==> src/design/tdtl_pkg.sv <==
`timescale 1ns / 1ps
// -----------------------------------------------------------------------------
// tdtl_pkg: shared types and codes for the task delay timer table
// Transaction structs, opcodes, modes, task states and event codes.
// -----------------------------------------------------------------------------
package tdtl_pkg;

  localparam logic [1:0] OP_TICK   = 2'd0;
  localparam logic [1:0] OP_INSERT = 2'd1;
  localparam logic [1:0] OP_REMOVE = 2'd2;
  localparam logic [1:0] OP_SETST  = 2'd3;

  localparam logic [1:0] MODE_RELATIVE = 2'd0;
  localparam logic [1:0] MODE_PERIODIC = 2'd1;
  localparam logic [1:0] MODE_ABSOLUTE = 2'd2;
  localparam logic [1:0] MODE_SPARE    = 2'd3;  // unused mode, acts as relative

  localparam logic [2:0] ST_READY     = 3'd0;
  localparam logic [2:0] ST_SUSP      = 3'd2;
  localparam logic [2:0] ST_PEND_SUSP = 3'd3;
  localparam logic [2:0] ST_DLY       = 3'd4;
  localparam logic [2:0] ST_PEND_TO   = 3'd5;
  localparam logic [2:0] ST_DLY_SUSP  = 3'd6;
  localparam logic [2:0] ST_TO_SUSP   = 3'd7;

  localparam logic [2:0] EV_DONE      = 3'd0;
  localparam logic [2:0] EV_DLY_RDY   = 3'd1;
  localparam logic [2:0] EV_TO_RDY    = 3'd2;
  localparam logic [2:0] EV_DLY_SUSP  = 3'd3;
  localparam logic [2:0] EV_TO_SUSP   = 3'd4;
  localparam logic [2:0] EV_ARMED     = 3'd5;
  localparam logic [2:0] EV_ZERO      = 3'd6;

  localparam logic [31:0] THRESH_RESET = 32'hFFFF_0000;

  typedef struct packed {
    logic [1:0]  opcode;
    logic [3:0]  task_index;
    logic [31:0] delay_time;
    logic [1:0]  time_mode;
    logic [2:0]  task_state;
  } req_t;

  typedef struct packed {
    logic [3:0]  task_id;
    logic [2:0]  event_res;
    logic [31:0] remaining_ticks;
    logic [31:0] tick_count;
    logic        last;
  } rsp_t;

  // controller -> datapath
  typedef struct packed {
    logic load;      // capture request, bump counter on tick
    logic exec_op;   // apply insert, remove or set state
    logic scan_step; // examine current scan slot
    logic scan_adv;  // advance scan pointer
  } ctl_t;

  // datapath -> controller
  typedef struct packed {
    logic is_tick;
    logic hit;       // current scan slot expires
    logic scan_end;  // current scan slot is the final one
  } sts_t;

endpackage

==> src/design/tdtl_datapath.sv <==
`timescale 1ns / 1ps
// -----------------------------------------------------------------------------
// tdtl_datapath: slot table, tick counter and result builder
// Holds per-slot state; executes the commands given by the controller.
// -----------------------------------------------------------------------------
module tdtl_datapath import tdtl_pkg::*; #(
  parameter int NUM_TASKS = 16
) (
  input  logic        clk_i,
  input  logic        rst_ni,
  input  logic        cfg_we_i,
  input  logic [31:0] cfg_data_i,
  input  req_t        req_i,
  input  ctl_t        ctl_i,
  output sts_t        sts_o,
  output rsp_t        rsp_o
);
  localparam int IW = (NUM_TASKS > 1) ? $clog2(NUM_TASKS) : 1;

  logic [31:0] thresh_q;
  logic [31:0] cnt_q;
  logic [2:0]  st_q  [NUM_TASKS];
  logic [31:0] mt_q  [NUM_TASKS];
  logic [31:0] pm_q  [NUM_TASKS];
  logic [NUM_TASKS-1:0] arm_q;
  req_t        req_q;
  logic [IW-1:0] ptr_q;
  logic        in_range;
  logic [IW-1:0] sidx;

  // addressed slot
  assign sidx     = IW'(req_q.task_index);
  assign in_range = ({28'd0, req_q.task_index} < 32'(NUM_TASKS));

  // insert arithmetic
  logic [31:0] delta, nxt, pmatch, ins_m, ins_r;
  logic        ins_ok;
  logic        ins_hit;
  always_comb begin
    delta  = req_q.delay_time - cnt_q - 32'd1;
    nxt    = pm_q[sidx] + req_q.delay_time;
    pmatch = ((nxt - cnt_q - 32'd1) < req_q.delay_time) ? nxt
             : cnt_q + req_q.delay_time;
    if (req_q.time_mode == MODE_ABSOLUTE) begin
      ins_ok = (delta <= thresh_q);
      ins_m  = req_q.delay_time;
      ins_r  = delta + 32'd1;
    end else if (req_q.time_mode == MODE_PERIODIC) begin
      ins_ok = (req_q.delay_time != 32'd0);
      ins_m  = pmatch;
      ins_r  = pmatch - cnt_q;
    end else begin
      ins_ok = (req_q.delay_time != 32'd0);
      ins_m  = cnt_q + req_q.delay_time;
      ins_r  = req_q.delay_time;
    end
  end

  assign ins_hit = in_range && (req_q.opcode == OP_INSERT);

  // scan decode
  logic [2:0] sev, snext;
  logic       sexp;
  always_comb begin
    sexp = 1'b1;
    sev = EV_DONE;
    snext = ST_READY;
    case (st_q[ptr_q])
      ST_DLY:      begin sev = EV_DLY_RDY;  snext = ST_READY; end
      ST_PEND_TO:  begin sev = EV_TO_RDY;   snext = ST_READY; end
      ST_DLY_SUSP: begin sev = EV_DLY_SUSP; snext = ST_SUSP;  end
      ST_TO_SUSP:  begin sev = EV_TO_SUSP;  snext = ST_SUSP;  end
      default:     sexp = 1'b0;
    endcase
  end

  assign sts_o.is_tick  = (req_q.opcode == OP_TICK);
  assign sts_o.hit      = sexp && arm_q[ptr_q] && (mt_q[ptr_q] == cnt_q);
  assign sts_o.scan_end = (ptr_q == IW'(NUM_TASKS - 1));

  // control registers
  always_ff @(posedge clk_i or negedge rst_ni) begin
    if (!rst_ni) begin
      thresh_q <= THRESH_RESET;
      cnt_q    <= '0;
      arm_q    <= '0;
      ptr_q    <= '0;
      for (int i = 0; i < NUM_TASKS; i++) begin
        st_q[i] <= ST_READY;
        mt_q[i] <= '0;
        pm_q[i] <= '0;
      end
    end else begin
      if (cfg_we_i) thresh_q <= cfg_data_i;
      if (ctl_i.load) begin
        ptr_q <= '0;
        if (req_i.opcode == OP_TICK) cnt_q <= cnt_q + 32'd1;
      end
      if (ctl_i.scan_adv) ptr_q <= ptr_q + IW'(1);
      if (ctl_i.scan_step && sts_o.hit) begin
        st_q[ptr_q]  <= snext;
        arm_q[ptr_q] <= 1'b0;
        mt_q[ptr_q]  <= '0;
      end
      if (ctl_i.exec_op && in_range) begin
        case (req_q.opcode)
          OP_INSERT: begin
            arm_q[sidx] <= ins_ok;
            mt_q[sidx]  <= ins_ok ? ins_m : 32'd0;
            if (ins_ok && req_q.time_mode == MODE_PERIODIC) pm_q[sidx] <= ins_m;
          end
          OP_REMOVE: begin
            arm_q[sidx] <= 1'b0;
            mt_q[sidx]  <= '0;
          end
          OP_SETST: st_q[sidx] <= req_q.task_state;
          default: ;
        endcase
      end
    end
  end

  // request capture and result build
  always_ff @(posedge clk_i) begin
    if (ctl_i.load) req_q <= req_i;
    if (ctl_i.exec_op) begin
      rsp_o.task_id         <= req_q.task_index;
      rsp_o.tick_count      <= cnt_q;
      rsp_o.last            <= 1'b1;
      rsp_o.event_res       <= ins_hit ? (ins_ok ? EV_ARMED : EV_ZERO) : EV_DONE;
      rsp_o.remaining_ticks <= (ins_hit && ins_ok) ? ins_r : 32'd0;
    end else if (ctl_i.scan_step) begin
      rsp_o.task_id         <= 4'(ptr_q);
      rsp_o.event_res       <= sev;
      rsp_o.remaining_ticks <= '0;
      rsp_o.tick_count      <= cnt_q;
      rsp_o.last            <= 1'b0;
    end else if (ctl_i.scan_adv) begin
      // terminator
      rsp_o.task_id         <= '0;
      rsp_o.event_res       <= EV_DONE;
      rsp_o.remaining_ticks <= '0;
      rsp_o.tick_count      <= cnt_q;
      rsp_o.last            <= 1'b1;
    end
  end
endmodule

==> src/design/tdtl_ctrl.sv <==
`timescale 1ns / 1ps
// -----------------------------------------------------------------------------
// tdtl_ctrl: sequencer for the task delay timer table
// Accepts a transaction, drives the op or the slot scan, presents results.
// -----------------------------------------------------------------------------
module tdtl_ctrl import tdtl_pkg::*; (
  input  logic clk_i,
  input  logic rst_ni,
  input  logic in_valid_i,
  output logic in_ready_o,
  output logic out_valid_o,
  input  logic out_ready_i,
  input  sts_t sts_i,
  output ctl_t ctl_o
);
  typedef enum logic [2:0] {S_IDLE, S_DECODE, S_SCAN, S_TERM, S_OUT, S_SOUT} state_e;
  state_e state_q, state_d;
  logic   outv_q, outv_d;
  logic   in_acc;

  assign in_ready_o  = (state_q == S_IDLE) && !outv_q;
  assign out_valid_o = outv_q;
  assign in_acc      = in_valid_i && in_ready_o;

  always_comb begin
    state_d = state_q;
    outv_d  = outv_q && !out_ready_i;
    ctl_o   = '0;
    ctl_o.load = in_acc;
    case (state_q)
      S_IDLE: if (in_acc) state_d = S_DECODE;
      S_DECODE: begin
        if (sts_i.is_tick) state_d = S_SCAN;
        else begin
          ctl_o.exec_op = 1'b1;
          outv_d  = 1'b1;
          state_d = S_OUT;
        end
      end
      S_SCAN: begin
        if (!outv_d) begin
          if (sts_i.hit) begin
            ctl_o.scan_step = 1'b1;
            outv_d = 1'b1;
          end
          ctl_o.scan_adv = !sts_i.scan_end;
          if (sts_i.scan_end) state_d = S_TERM;
        end
      end
      S_TERM: begin
        if (!outv_d) begin
          ctl_o.scan_adv = 1'b1;
          outv_d  = 1'b1;
          state_d = S_OUT;
        end
      end
      S_OUT: if (!outv_d) state_d = S_IDLE;
      default: state_d = S_IDLE;
    endcase
  end

  // hold state and output valid
  always_ff @(posedge clk_i or negedge rst_ni) begin
    if (!rst_ni) begin
      state_q <= S_IDLE;
      outv_q  <= 1'b0;
    end else begin
      state_q <= state_d;
      outv_q  <= outv_d;
    end
  end
endmodule

==> src/design/task_delay_timer_list.sv <==
`timescale 1ns / 1ps
// -----------------------------------------------------------------------------
// task_delay_timer_list: task delay timer table, one slot per task
// Insert, remove and set-state transactions give one result; ticks scan slots.
// -----------------------------------------------------------------------------
// An insert, remove or set-state is executed in the decode state and returns
// one result. A tick walks the slots one per cycle through the controller's
// scan loop while no expiry result is waiting, reporting each expired slot and
// ending with a terminator marked last. A new transaction
// is taken once the last result has been accepted.
module task_delay_timer_list import tdtl_pkg::*; #(
  parameter int NUM_TASKS = 16
) (
  input  logic        clk_i,
  input  logic        rst_ni,
  input  logic        cfg_we_i,
  input  logic [31:0] cfg_data_i,
  input  logic        in_valid_i,
  output logic        in_ready_o,
  input  req_t        in_data_i,
  output logic        out_valid_o,
  input  logic        out_ready_i,
  output rsp_t        out_data_o
);
  ctl_t ctl;
  sts_t sts;

  tdtl_ctrl u_ctrl (
    .clk_i, .rst_ni, .in_valid_i, .in_ready_o, .out_valid_o, .out_ready_i,
    .sts_i(sts), .ctl_o(ctl)
  );

  tdtl_datapath #(.NUM_TASKS(NUM_TASKS)) u_dp (
    .clk_i, .rst_ni, .cfg_we_i, .cfg_data_i, .req_i(in_data_i),
    .ctl_i(ctl), .sts_o(sts), .rsp_o(out_data_o)
  );
endmodule

==> config.mk <==
export PLATFORM = sky130hd
export DESIGN_NAME = task_delay_timer_list
export DESIGN_NICKNAME = d
export VERILOG_FILES = /design/src/design/tdtl_pkg.sv /design/src/design/tdtl_datapath.sv /design/src/design/tdtl_ctrl.sv /design/src/design/task_delay_timer_list.sv
export SDC_FILE = /design/constraint.sdc
export NUM_CORES = 2
export LEC_CHECK = 0
export BUFFER_PORTS_ARGS = -buffer_cell sky130_fd_sc_hd__buf_2
export CAP_MARGIN = 40
export CORE_MARGIN = 1
export CORE_UTILIZATION = 63
export DETAILED_ROUTE_END_ITERATION = 8
export MAX_ROUTING_LAYER = met4
export PLACE_DENSITY_LB_ADDON = 0.3
export SLEW_MARGIN = 40
export SYNTH_ARGS = -nofsm -noshare
export SYNTH_HDL_FRONTEND = slang
export SYNTH_SLANG_ARGS = --single-unit
==> constraint.sdc <==
create_clock -name clk_i -period 14.2 [get_ports clk_i]
set_clock_uncertainty 0.1 [all_clocks]
set_input_delay 4.26 -clock clk_i [delete_from_list [all_inputs] [get_ports clk_i]]
set_output_delay 4.26 -clock clk_i [all_outputs]
set_load 0.05 [all_outputs]
==> reports/results.ini <==
[finish]
fin_area_um2=74300
final_nets=6436
drive_gt1_frac=0.161
syn_to_final_growth_pct=10.7

[clock_network]
cts_post_setup_buffers_inserted=0
cts.sinks=1275
cts_buffers=135
clk_path_buf_depth=3
cts_resized=0
clk_latency_ns=0.79
htreeDepth=4
clk_pin_slew_ns=0.06
root_buffer=clkbuf_16
ctsHoldBuffers=0
cts_tree=built

[placement]
placed_area_um2=69600
dp_hpwl_mm=149
gp_congestion=1.02
port_buffers=153

[worst_setup_path]
start_kind=flip-flop
critPathArrivalTime_ns=13.27
critPathCaptureType=flip-flop
timing.critical_path.buf_inv=2
critPathKind=flip-flop to flip-flop
critPathMaxStageDelay_ns=0.68
path_max_fanout=46
required_ns=14.57
cpMostUsedCell=a21o_1
slowest_stage=edfxtp_1
cp_top_family=compound AO/OA/AOI/OAI gates

[timing]
period_needed_ns=12.90
fin_setup_tns_ns=0
grt_setup_unrepaired=false
setup_viol_count_final=0
hold_viol=0
worstMarginPinSlew_ns=0.943
slew_headroom=0.369
final_max_slew_viol_count=0
period_share=0.908
max_freq_mhz=77.5

[drt]
wl_per_cell_um=29.5
drtIter0Drc=7050
drc=44
vias_per_cell=7.02
drt_wl_total_mm=225
num_vias=53500
ant_nets=0
drt-pass1-iter-count=8

[yosys]
synth_cell_types=88
synthTopCellsByArea=dfrtp_1, mux4_2, o2bb2ai_1
synthesis.nets=6456
yosys.cell_count.top_type=dfrtp_1
syn-mean-instance-area_um2=10.9
synth-edff-count=114
synth-seq-area-share=0.484
synth-main-ff-cell=dfrtp_1
async_flop_share=0.910
synthCells=6143
synth_top_area_cell=dfrtp_1
synthesis.area_um2=67100
synth_top_area_share=0.426
ys_seq_elements=1275
yosys_warnings=0
ys_top_cells_by_count=dfrtp_1, nand2_1, o21ai_0

[floorplan]
num_rows=119
initial_core_util=0.637
coreArea_um2=105000
design.die.area_um2=108000
die_y_um=328
io_pins=154
die_x_um=328

[global_route]
grt_max_degree=167
grt_overflow=0
grt_usage=0.436
grt_pass1_vias=53100
grt_pass1_wl_mm=337
antenna_found_initial=7

[pwr]
power.total_mw=15.7
pwr_density_cell_nw_per_um2=212
total_leakage_power_nw=31.4
ir_worst_vdd_v=0.000195

[status]
failed_checks=design-rule violations
outcome=finished, violations left

[hold_path]
hold_class=flip-flop to flip-flop

[run]
drv_cap=0

## kinds of logic after synthesis
kind of cell             synth area share
AO/OA/AOI/OAI                       0.177
AND/OR/NAND/NOR                    0.0993
flip-flops                          0.484
buffers and inverters              0.0399
multiplexers                        0.127
adder cells (fa/ha/maj)            0.0440
XOR/XNOR                           0.0291
## flip-flops by register name, summed over array words and instances (netlist names)
register and flops:
u_ctrl.out_valid_o 1, u_dp.ptr_q 4, u_dp.arm_q 16, u_dp.thresh_q 32
u_dp.rsp_o 72, u_dp.sidx 4, u_dp.mt_q 512, u_dp.cnt_q 32
u_dp.pm_q 512, u_dp.st_q 48, u_dp.req_q 39, u_ctrl.state_q 3
## worst min-delay path, cell delays in order, from the launching register on
cell and delay, ns:
dfrtp_1 0.34, nand2_1 0.05, nand2_1 0.05
## report_power, final
part,total [mW],switching [mW],leakage (nW),internal [mW]
clock network,3.61,1.54,2.18,2.07
logic,6.86,4.17,13.3,2.69
registers,5.25,0.644,15.9,4.61
total,15.7,6.35,31.4,9.38
## worst paths after layout
path                           startpoint              to  slack, ns  depth (start not counted)
setup reg to reg             u_dp.sidx[0]  u_dp.rsp_o[64]       1.30                         45
hold reg to reg            u_dp.arm_q[11]  u_dp.arm_q[11]       0.36                          2
setup / recovery             u_dp.sidx[0]  u_dp.rsp_o[64]       1.30                         45
hold / removal             u_dp.arm_q[11]  u_dp.arm_q[11]       0.36                          2
min in group asynchronous          rst_ni  u_dp.pm_q[307]       3.38                          1
max in group asynchronous          rst_ni  u_dp.mt_q[283]       8.45                          4
## metal layers
| layer | vias to the layer above | global-route usage | wire (um) |
|---|---|---|---|
| li1 | 22500 | - | - |
| met1 | 26600 | 0.544 | 83000 |
| met2 | 3534 | 0.647 | 102000 |
| met3 | 879 | 0.113 | 24600 |
| met4 | 0 | 0.252 | 15300 |
| met5 | - | - | 0 |
## area by class of cell
type / instances / area [um2]
sequential: 1275 / 32500
timing repair buffer: 304 / 2310
clock inverter: 44 / 583
tap: 1391 / 1740
antenna: 5 / 12.5
clock buffer: 198 / 3910
multi-input combinational: 4188 / 32400
inverter: 219 / 822
fill: 7347 / 31100
## metrics by stage
| step | hold slack, ns | util | std cells | worst slack [ns] |
|---|---|---|---|---|
| 2_1_floorplan | 0.323 | - | 6143 | 1.97 |
| 3_3_place_gp | 0.352 | 0.657 | 7354 | 1.37 |
| 3_5_place_dp | 0.350 | 0.660 | 7372 | 1.61 |
| 4_1_cts | 0.364 | 0.703 | 7614 | 1.51 |
| 5_1_grt | 0.392 | 0.705 | 7624 | 0.591 |
| 6_report | 0.360 | 0.705 | 7624 | 1.30 |
## cell usage in the layout, fill, tap and decap left out, drive strengths merged, types with 11 or more instances in the layout
cell type and n:
a22oi 26, nand4 33, a21o 87, mux2i 62, clkbuf 198, o2bb2ai 407, nor2b 34, o21ai 685
o211ai 26, a21oi 249, o31ai 41, o21a 25, nor3 69, dfstp 16, and2 23, nand3 101
ha 228, nor2 298, o21bai 21, mux4 335, nand2 788, a211oi 42, and3 22, xnor2 175
nand2b 32, a31oi 26, inv 227, clkinv 24, edfxtp 114, nor4 34, buf 304, xor2 48
nand3b 11, dfrtp 1144, a22o 45, or3 28, a21boi 12, mux2 29
No activity file was read; power rests on OpenSTA's default activity.
